### config.mk
export PLATFORM = sky130hd
export DESIGN_NAME = longest_byte_run_finder_unit
export DESIGN_NICKNAME = d
export VERILOG_FILES = /design/src/rtl/lbrf_pkg.sv /design/src/rtl/lbrf_in_reg.sv /design/src/rtl/lbrf_core.sv /design/src/rtl/longest_byte_run_finder_unit.sv
export SDC_FILE = /design/constraint.sdc
export NUM_CORES = 1
export LEC_CHECK = 0
export ABC_CLOCK_PERIOD_IN_PS = 7600
export BUFFER_PORTS_ARGS = -buffer_cell sky130_fd_sc_hd__buf_2
export CAP_MARGIN = 25
export CORE_UTILIZATION = 50
export DETAILED_ROUTE_END_ITERATION = 8
export PLACE_DENSITY_LB_ADDON = 0.1
export SYNTH_ARGS = -nofsm -noshare
export SYNTH_HDL_FRONTEND = slang
export SYNTH_SLANG_ARGS = --single-unit
### constraint.sdc
create_clock -name clk -period 7.6 [get_ports clk]
set_input_delay 0.38 -clock clk [delete_from_list [all_inputs] [get_ports clk]]
set_output_delay 0.38 -clock clk [all_outputs]
set_load 0.005 [all_outputs]
### src/rtl/lbrf_pkg.sv
package lbrf_pkg;

  // Longest stream that the position counters track exactly.
  localparam longint unsigned MAX_STREAM_BYTES = 64'd65536;

  localparam int unsigned CNT_W = 17;
  localparam longint unsigned FIELD_MAX = (64'd1 << CNT_W) - 64'd1;

  // Saturation point of the byte counter and of the reported length.
  localparam logic [CNT_W-1:0] CAP =
    (MAX_STREAM_BYTES < FIELD_MAX) ? CNT_W'(MAX_STREAM_BYTES) : CNT_W'(FIELD_MAX);
  localparam logic [CNT_W-1:0] CAP_PAIRS = CAP - CNT_W'(1);

  typedef logic [CNT_W-1:0] cnt_t;

  // One input byte as it moves from the input register to the core.
  typedef struct packed {
    logic [7:0] data_byte;
    logic       last;
  } lbrf_item_t;

  // A run: equal pairs, 1-based start offset, byte value.
  typedef struct packed {
    cnt_t       pairs;
    cnt_t       start;
    logic [7:0] value;
  } lbrf_run_t;

endpackage

### src/rtl/lbrf_in_reg.sv
module lbrf_in_reg (
  input  logic               clk,
  input  logic               rst_n,
  input  logic               in_valid,
  output logic               in_stall,
  input  logic [7:0]         in_data_byte,
  input  logic               in_last,
  output logic               item_valid,
  output lbrf_pkg::lbrf_item_t item,
  input  logic               item_take
);
  import lbrf_pkg::*;

  logic       valid_r;
  lbrf_item_t item_r;
  logic       load;

  // Register is free when empty or when the core drains it this cycle.
  assign load     = !valid_r || item_take;
  assign in_stall = !load;

  always_ff @(posedge clk) begin
    if (!rst_n) begin
      valid_r <= 1'b0;
    end else if (load) begin
      valid_r <= in_valid;
    end
  end

  always_ff @(posedge clk) begin
    if (load && in_valid) begin
      item_r.data_byte <= in_data_byte;
      item_r.last      <= in_last;
    end
  end

  assign item_valid = valid_r;
  assign item       = item_r;

endmodule

### src/rtl/lbrf_core.sv
module lbrf_core (
  input  logic                 clk,
  input  logic                 rst_n,
  input  logic                 item_valid,
  input  lbrf_pkg::lbrf_item_t item,
  output logic                 item_take,
  output logic                 out_valid,
  input  logic                 out_stall,
  output logic [16:0]          out_run_start,
  output logic [7:0]           out_run_byte,
  output logic [16:0]          out_run_length
);
  import lbrf_pkg::*;

  logic [7:0] prev_byte_r;
  logic       have_prev_r;
  cnt_t       byte_count_r;
  lbrf_run_t  cur_r, cur_nxt;
  lbrf_run_t  best_r, best_nxt, best_fin;

  logic       out_valid_r;
  cnt_t       out_start_r, out_len_r;
  logic [7:0] out_byte_r;

  logic       match;
  cnt_t       byte_count_nxt;
  logic       slot_free;

  // A final byte needs the result register; other bytes never wait.
  assign slot_free = !out_valid_r || !out_stall;
  assign item_take = item_valid && (!item.last || slot_free);

  assign match = have_prev_r && (item.data_byte == prev_byte_r);
  assign byte_count_nxt = (byte_count_r < CAP) ? byte_count_r + cnt_t'(1) : byte_count_r;

  always_comb begin
    cur_nxt  = cur_r;
    best_nxt = best_r;
    if (match) begin
      if (cur_r.pairs == '0) begin
        cur_nxt.start = byte_count_r;
        cur_nxt.value = item.data_byte;
      end
      if (cur_r.pairs < CAP_PAIRS) begin
        cur_nxt.pairs = cur_r.pairs + cnt_t'(1);
      end
    end else begin
      if (cur_r.pairs > best_r.pairs) begin
        best_nxt = cur_r;
      end
      cur_nxt.pairs = '0;
    end
    // the final byte closes the open run
    best_fin = (cur_nxt.pairs > best_nxt.pairs) ? cur_nxt : best_nxt;
  end

  always_ff @(posedge clk) begin
    if (!rst_n) begin
      prev_byte_r  <= '0;
      have_prev_r  <= 1'b0;
      byte_count_r <= '0;
      cur_r        <= '0;
      best_r       <= '0;
      out_valid_r  <= 1'b0;
    end else begin
      if (out_valid_r && !out_stall) begin
        out_valid_r <= 1'b0;
      end
      if (item_take) begin
        if (item.last) begin
          prev_byte_r  <= '0;
          have_prev_r  <= 1'b0;
          byte_count_r <= '0;
          cur_r        <= '0;
          best_r       <= '0;
          out_valid_r  <= 1'b1;
        end else begin
          prev_byte_r  <= item.data_byte;
          have_prev_r  <= 1'b1;
          byte_count_r <= byte_count_nxt;
          cur_r        <= cur_nxt;
          best_r       <= best_nxt;
        end
      end
    end
  end

  always_ff @(posedge clk) begin
    if (item_take && item.last) begin
      if (best_fin.pairs != '0) begin
        out_start_r <= best_fin.start;
        out_byte_r  <= best_fin.value;
        out_len_r   <= best_fin.pairs + cnt_t'(1);
      end else begin
        out_start_r <= '0;
        out_byte_r  <= '0;
        out_len_r   <= '0;
      end
    end
  end

  assign out_valid      = out_valid_r;
  assign out_run_start  = out_start_r;
  assign out_run_byte   = out_byte_r;
  assign out_run_length = out_len_r;

endmodule

### src/rtl/longest_byte_run_finder_unit.sv
// Channel | Dir | Handshake          | Payload
// in      | in  | in_valid/in_stall  | in_data_byte[7:0], in_last
// out     | out | out_valid/out_stall| out_run_start[16:0], out_run_byte[7:0],
//         |     |                    | out_run_length[16:0]
//
// One byte per cycle sustained while no final byte is held back; a result is
// registered after its final byte passes the input register and then
// compare/count into the result register.
// Reset (rst_n low, synchronous) empties both registers and clears run state.
// out_stall only holds back a final byte while a result is still waiting;
// ordinary bytes keep flowing under out_stall.
module longest_byte_run_finder_unit (
  input  logic        clk,
  input  logic        rst_n,
  input  logic        in_valid,
  output logic        in_stall,
  input  logic [7:0]  in_data_byte,
  input  logic        in_last,
  output logic        out_valid,
  input  logic        out_stall,
  output logic [16:0] out_run_start,
  output logic [7:0]  out_run_byte,
  output logic [16:0] out_run_length
);
  import lbrf_pkg::*;

  logic       item_valid;
  lbrf_item_t item;
  logic       item_take;

  // input register: one transfer per cycle unless a held final byte blocks it, drains into the core
  lbrf_in_reg u_in (
    .clk          (clk),
    .rst_n        (rst_n),
    .in_valid     (in_valid),
    .in_stall     (in_stall),
    .in_data_byte (in_data_byte),
    .in_last      (in_last),
    .item_valid   (item_valid),
    .item         (item),
    .item_take    (item_take)
  );

  // compare with previous byte, update open/best run, load result register
  lbrf_core u_core (
    .clk            (clk),
    .rst_n          (rst_n),
    .item_valid     (item_valid),
    .item           (item),
    .item_take      (item_take),
    .out_valid      (out_valid),
    .out_stall      (out_stall),
    .out_run_start  (out_run_start),
    .out_run_byte   (out_run_byte),
    .out_run_length (out_run_length)
  );

`ifndef ASSERT_OFF
  // "no run" result is all zeros
  a_zero_result: assert property (@(posedge clk) disable iff (!rst_n)
    out_valid && (out_run_length == '0) |-> (out_run_start == '0) && (out_run_byte == '0))
    else $error("no-run result carries nonzero start or byte");

  // a real run has at least two bytes and a 1-based start
  a_run_shape: assert property (@(posedge clk) disable iff (!rst_n)
    out_valid && (out_run_length != '0) |-> (out_run_length >= 17'd2) && (out_run_start != '0)
      && (out_run_length <= CAP))
    else $error("malformed run result");

  // a waiting result is never dropped
  a_result_held: assert property (@(posedge clk) disable iff (!rst_n)
    out_valid && out_stall |=> out_valid)
    else $error("stalled result lost");

  // input side stalls only while its register is occupied and blocked
  a_stall_cause: assert property (@(posedge clk) disable iff (!rst_n)
    in_stall |-> item_valid && item.last && out_valid && out_stall)
    else $error("input stalled without a blocked final byte");
`endif

endmodule
## Word-level counts from Yosys, hierarchy flattened

Cells that the tools add are included.

| operators by class | value |
|---|---|
| reduce and logical (&&, ||, !) cells | 17 |
| $add $sub $neg | 3 |
| $lt $le $gt $ge | 4 |
| equal/unequal tests | 1 |
| multiplexer cells | 16 |

Operators with widths:

| operator | number |
|---|---|
| 42-bit two-way mux | 5 |
| 17-bit two-way mux | 4 |
| 17-bit by 1-bit adder with 17-bit output, second input constant | 3 |
| 25-bit two-way mux | 2 |
| 17-bit > comparator | 2 |
| 17-bit zero test | 1 |
| 17-bit by 16-bit less-than comparator with 1-bit output, second input constant | 1 |
| 17-bit less-than comparator, second input constant | 1 |
| 17-bit nonzero test | 1 |
| 8-bit equality test | 1 |
| 8-bit two-way mux | 1 |
| 1-bit logical AND | 5 |
| 1-bit zero test | 5 |
| 1-bit two-way mux | 4 |
| 1-bit logical OR | 3 |
| 2-bit AND reduction | 1 |
| 2-bit nonzero test | 1 |

| word-level totals | value |
|---|---|
| bits in registers | 163 |
| word-level logic and storage cells | 57 |
| input port bits | 13 |
| output and inout port bits | 44 |

## Longest topological paths before layout

| depth | value |
|---|---|
| depth after elaboration | 6 |
| gate-level depth with buffers | 30 |

## By module

From an unflattened synthesis, not the netlist that was laid out.

| unflattened totals | value |
|---|---|
| cell total of the unflattened synthesis | 917 |
| area total of the unflattened synthesis | 8,516.9 µm² |

By module, submodules not included:

| module | cells an instance | times used | area each (µm²) |
|---|---|---|---|
| lbrf_core | 904 | 1 | 8,199.1 |
| lbrf_in_reg | 13 | 1 | 317.8 |

## Worst setup path after synthesis

OpenSTA, ideal clock, no wires.

| timing path | value |
|---|---|
| kind | reg-to-reg |
| start | reg u_core.cur_r[26] (netlist name) |
| end | reg u_core.out_byte_r[7], in the netlist u_core.out_run_byte[7] (data pin) |
| path buffers | 8 |
| arrival | 5.500 ns |
| stages on the path, launching flop included | 29 |
| setup slack | 1.835 ns |
| setup time | 0.266 ns |
| required time | 7.334 ns |
| cell sequence | dfxtp_1 -> ha_1 -> and4_1 -> and4bb_1 -> a221o_1 -> a211oi_2 -> or2_1 -> buf_6 -> buf_12 -> buf_6 -> clkbuf_1 -> mux2i_1 -> ha_1 -> a211oi_2 -> nor2_1 -> a2111oi_2 -> a21o_1 -> buf_6 -> buf_4 -> nor3_1 -> a311o_2 -> inv_1 -> ha_1 -> inv_1 -> a2111oi_0 -> and3_1 -> buf_6 -> buf_8 -> a211oi_2 |

| on the way | value |
|---|---|
| word-level cells in the longest chain between the ends | 6 |

RTL lines:

| element | RTL line | RTL |
|---|---|---|
| start, declared | lbrf_core.sv:18 | `lbrf_run_t cur_r, cur_nxt;` |
| start signal, assigned | lbrf_core.sv:81 | `cur_r <= cur_nxt;` |
| 17-bit by 1-bit adder with 17-bit output, or another cell as far along | lbrf_core.sv:45 | `cur_nxt.pairs = cur_r.pairs + cnt_t'(1);` |
| 17-bit two-way mux or 42-bit two-way mux (tied branches) | lbrf_core.sv:44, lbrf_core.sv:48 |  |
| 17-bit two-way mux or 42-bit two-way mux (tied branches) | lbrf_core.sv:39 | `if (match) begin` |
| 17-bit > comparator | lbrf_core.sv:54 | `best_fin = (cur_nxt.pairs > best_nxt.pairs) ? cur_nxt : best_nxt;` |
| 42-bit two-way mux * | lbrf_core.sv:54 |  |
| 17-bit nonzero test | lbrf_core.sv:90 | `if (best_fin.pairs != '0) begin` |
| end signal, assigned | lbrf_core.sv:92 | `out_byte_r <= best_fin.value;` |
| end, declared | lbrf_core.sv:23 | `logic [7:0] out_byte_r;` |

Mark *: on every way between the ends. The rest lies on a longest branch, timed or not.
A chain may end at the register's enable or synchronous reset.

## Worst setup path in the final report

| timing path | value |
|---|---|
| start | reg u_core.cur_r[31] (netlist name) |
| end | reg u_core.out_start_r[12], in the netlist u_core.out_run_start[12] (data pin) |

| on the way | value |
|---|---|
| word-level cells in the longest chain between the ends | 6 |

RTL lines:

| element | RTL line | RTL |
|---|---|---|
| 17-bit by 1-bit adder with 17-bit output, or another cell as far along | lbrf_core.sv:45 |  |
| 17-bit two-way mux or 42-bit two-way mux (tied branches) | lbrf_core.sv:44, lbrf_core.sv:48 |  |
| 17-bit two-way mux or 42-bit two-way mux (tied branches) | lbrf_core.sv:39 |  |
| 17-bit > comparator | lbrf_core.sv:54 |  |
| 42-bit two-way mux * | lbrf_core.sv:54 |  |
| 17-bit nonzero test | lbrf_core.sv:90 |  |
| end signal, assigned | lbrf_core.sv:91 | `out_start_r <= best_fin.start;` |
| end, declared | lbrf_core.sv:22 | `cnt_t out_start_r, out_len_r;` |

Marks and branches as above.

==> results.toml <==
[run_status]
status = "complete, no violations"

[logic_synthesis]
synth_cells = 944
syn_nets = 996
synth_area_um2 = 9090
synth_ff_type = "dfxtp_1"
synth_top_area_share_pct = 24.7
synthArstFlopShare_pct = 0
synth_edf_count = 51
synthDistinctLibCells = 73
syn_avg_cell_area_um2 = 9.63
yosysTopAreaCell = "dfxtp_1"
yosysWarnings = 0
ys_seq_area_share_pct = 41.5
netlist_top_cells_area = "dfxtp_1 25%, edfxtp_1 17%, a22oi_1 6.4%"
synth-seq-cells = 163

[routing]
drtAntennaViolNets = 0
wire_per_inst_um = 18.8
drc = 0
drt_iter0_markers = 719
maxUsedRoutingLayer = "met4"
via_count = 7148
via_per_inst = 5.94
routed_wl_um = 22700
dr_wl_met2_um = 10100
drt-met1-wl_um = 10800
routed-wl-met3_um = 1450
firstDrtPassIters = 6

[setup_path]
cpMaxStageDelayCell = "a21oi_1"
worstPathCellList = "ha_1, and4_1, and4bb_1, a221o_1, a211oi_2, or2_2, buf_4, mux2i_1, ha_1, nand2_1, o21ai_0, a2111oi_2, a21oi_1, nor4_1, a311o_2, inv_1, ha_1, inv_1, a2111oi_0, and3_1, buf_4, a211oi_1"
path_depth = 22
path_buf_inv = 4
crit_top_cell = "ha_1"
r2r-end = "u_core.out_run_start[12]"
worst_ep_arrival_time_ns = 6.84
r2r_cells = 22
max_stage_delay_ns = 0.80
start_kind = "register"
rrSetupSlack_ns = 0.91
path_max_fanout = 28
crit_type = "register to register"
critical_path.top_delay_family = "compound AO/OA/AOI/OAI gates"
r2r-start = "u_core.cur_r[31]"
worstSetupEndpointType = "register"
cp_data_required_time_ns = 7.75

[cts]
htree_levels = 4
cts_hold_buffers = 0
worstSkewPairLatency_ns = 0.43
cts_sinks = 163
clk_path_buf_depth = 2
cts-resized-gates = 0
path_clk_slew_ns = 0.07
cts_tree = "built"
post_cts_buffers = 0
cts_buffers = 17
clockRootBuffer = "clkbuf_16"

[grt]
grt_first_pass_wirelength_um = 36400
grt_use_total_pct = 25.2
antenna_found_initial = 0
grt_max_degree = 97
grt_overflow_total = 0
grt_pass1_vias = 6737

[finish]
layout_common_cells = "112 x dfxtp_1, 83 x nor2b_1, 77 x a22oi_1"
antennaDiodeCount = 0
drive_above_1_share_pct = 16.6
post-route-util_pct = 56.9
fin_nets = 1019
final_common_cell = "dfxtp_1"
fin_cells = 1204
area_delta_synth_final_pct = 9.78
final_area_um2 = 9980

[sta]
slew_violations = 0
slew-limit-headroom_pct = 30.9
worst_slew_pin_slew_ns = 1.03
rsz0062_at_grt = "false"
setup_tns_ns = 0
clock_skew_ns = 0.0129
finalSetupViolCount = 0
fmax_mhz = 149
finalCritPeriodShare_pct = 88.0
min_period_ns = 6.69
hold_viol_final = 0

[floorplanning]
coreArea_um2 = 17500
start_util_pct = 51.8
die_area_um2 = 18700
die_w_um = 137
die_height_um = 137
rows = 48
pin_count = 57

[power_and_ir_drop]
p_per_area_nw_per_um2 = 181
switching_share_pct = 23.1
pwr-share-comb_pct = 2.9
clock_power_share_pct = 46.6
seq_power_share_pct = 50.6
leakage_nw = 3.58
internal_power_mw = 1.39
switchingPower_mw = 0.416
ir_worst_vdd_uv = 178

[placed_design]
port_buffers = 56
placed_cell_area_um2 = 9420
hpwlAfterDp_um = 14600
dp.cells = 1173
gp_congestion = 0.878

[flow_run]
cap_violations = 0

[min_path]
hold-path-cell-count = 1
holdCritPathClass = "input port to register"
worstHoldStart = "in_data_byte[0]"
holdPathEnd = "u_in.item[1]"
cell type report:
type | instances | area (um2)
Multi-Input combinational cell | 683 | 4840
Inverter | 28 | 105
Fill cell | 1562 | 7550
Timing Repair Buffer | 74 | 415
Clock inverter | 13 | 128
Sequential cell | 163 | 3770
Clock buffer | 18 | 439
Tap cell | 225 | 282
logic make-up after synthesis:
family | count (synthesis) | share of synthesized area (%)
buf+inv | 98 | 5.39
fa+ha+maj | 39 | 5.37
xor+xnor | 36 | 3.47
flops | 163 | 41.5
mux | 14 | 1.54
compound gates | 266 | 22.8
simple gates | 328 | 19.9
flip-flops by register name (all words and copies together), names as in the netlist, 8 cells and up:
name,flops
u_core.best_r,42
u_core.out_run_start,17
u_core.out_run_byte,8
u_in.item,9
u_core.prev_byte_r,8
u_core.cur_r,42
u_core.out_run_length,17
u_core.byte_count_r,17
power by group through the flow:
stage          logic, mW  clock network (mW)  registers, mW
2_1_floorplan     0.0324                   0          0.930
3_3_place_gp      0.0517                   0          0.932
3_5_place_dp      0.0518                   0          0.932
4_1_cts           0.0519               0.850          0.912
5_1_grt           0.0564               0.884          0.913
6_report          0.0515               0.840          0.912
worst register-to-register path, stage by stage, from the launching register on:
cell and delay (ns):
dfxtp_1 0.66, ha_1 0.35, and4_1 0.19, and4bb_1 0.20
a221o_1 0.30, a211oi_2 0.21, or2_2 0.66, buf_4 0.37
mux2i_1 0.13, ha_1 0.32, nand2_1 0.06, o21ai_0 0.23
a2111oi_2 0.10, a21oi_1 0.80, nor4_1 0.10, a311o_2 0.47
inv_1 0.09, ha_1 0.13, inv_1 0.03, a2111oi_0 0.25
and3_1 0.21, buf_4 0.41, a211oi_1 0.15
metrics by stage:
step                power, mW  hold slack, ns  worst slack (ns)
floorplan               0.962           0.440              1.83
global placement        0.983           0.452              1.13
detailed placement      0.984           0.458             0.988
CTS                      1.81           0.105             0.961
global route             1.85           0.101             0.302
finish                   1.80           0.120             0.909
cells in the mapped netlist (3+ instances only):
cell        n
a211oi_1   10
a211oi_2   19
a21boi_0   15
a21oi_1    20
a21oi_2     4
a22oi_1    77
a31oi_1     3
and2_1      9
and3_1      8
and4_1      7
buf_2      16
buf_4       5
buf_6       6
clkbuf_1   39
dfxtp_1   112
edfxtp_1   51
ha_1       39
inv_1      28
mux2i_1    14
nand2_1    64
nand3_1    26
nand4_1     9
nor2_1     75
nor2b_1    83
nor3_1     12
nor4_1      7
nor4_2      3
o211ai_1   20
o211ai_2    8
o21a_1     16
o21ai_0    21
o21ai_1     4
o22ai_1    27
or3_1       5
xnor2_1    19
xor2_1     17
metal layers:
metal	vias to the layer above	GRT usage, %
li1	3526	-
met1	3348	34.9
met2	243	39.3
met3	31	5.48
met4	0	7.57
met5	-	0
worst max-delay path by stage:
stage,from,to,slack [ns]
global route,u_core.cur_r[27],u_core.out_run_start[8],0.30
floorplan,u_core.cur_r[26],u_core.out_run_byte[7],1.83
detailed placement,u_core.cur_r[31],u_core.out_run_start[8],0.99
finish,u_core.cur_r[31],u_core.out_run_start[12],0.91
global placement,u_core.cur_r[27],u_core.out_run_start[9],1.13
CTS,u_core.cur_r[31],u_core.out_run_start[8],0.96
Note: power is estimated with default switching activity, not from simulation.
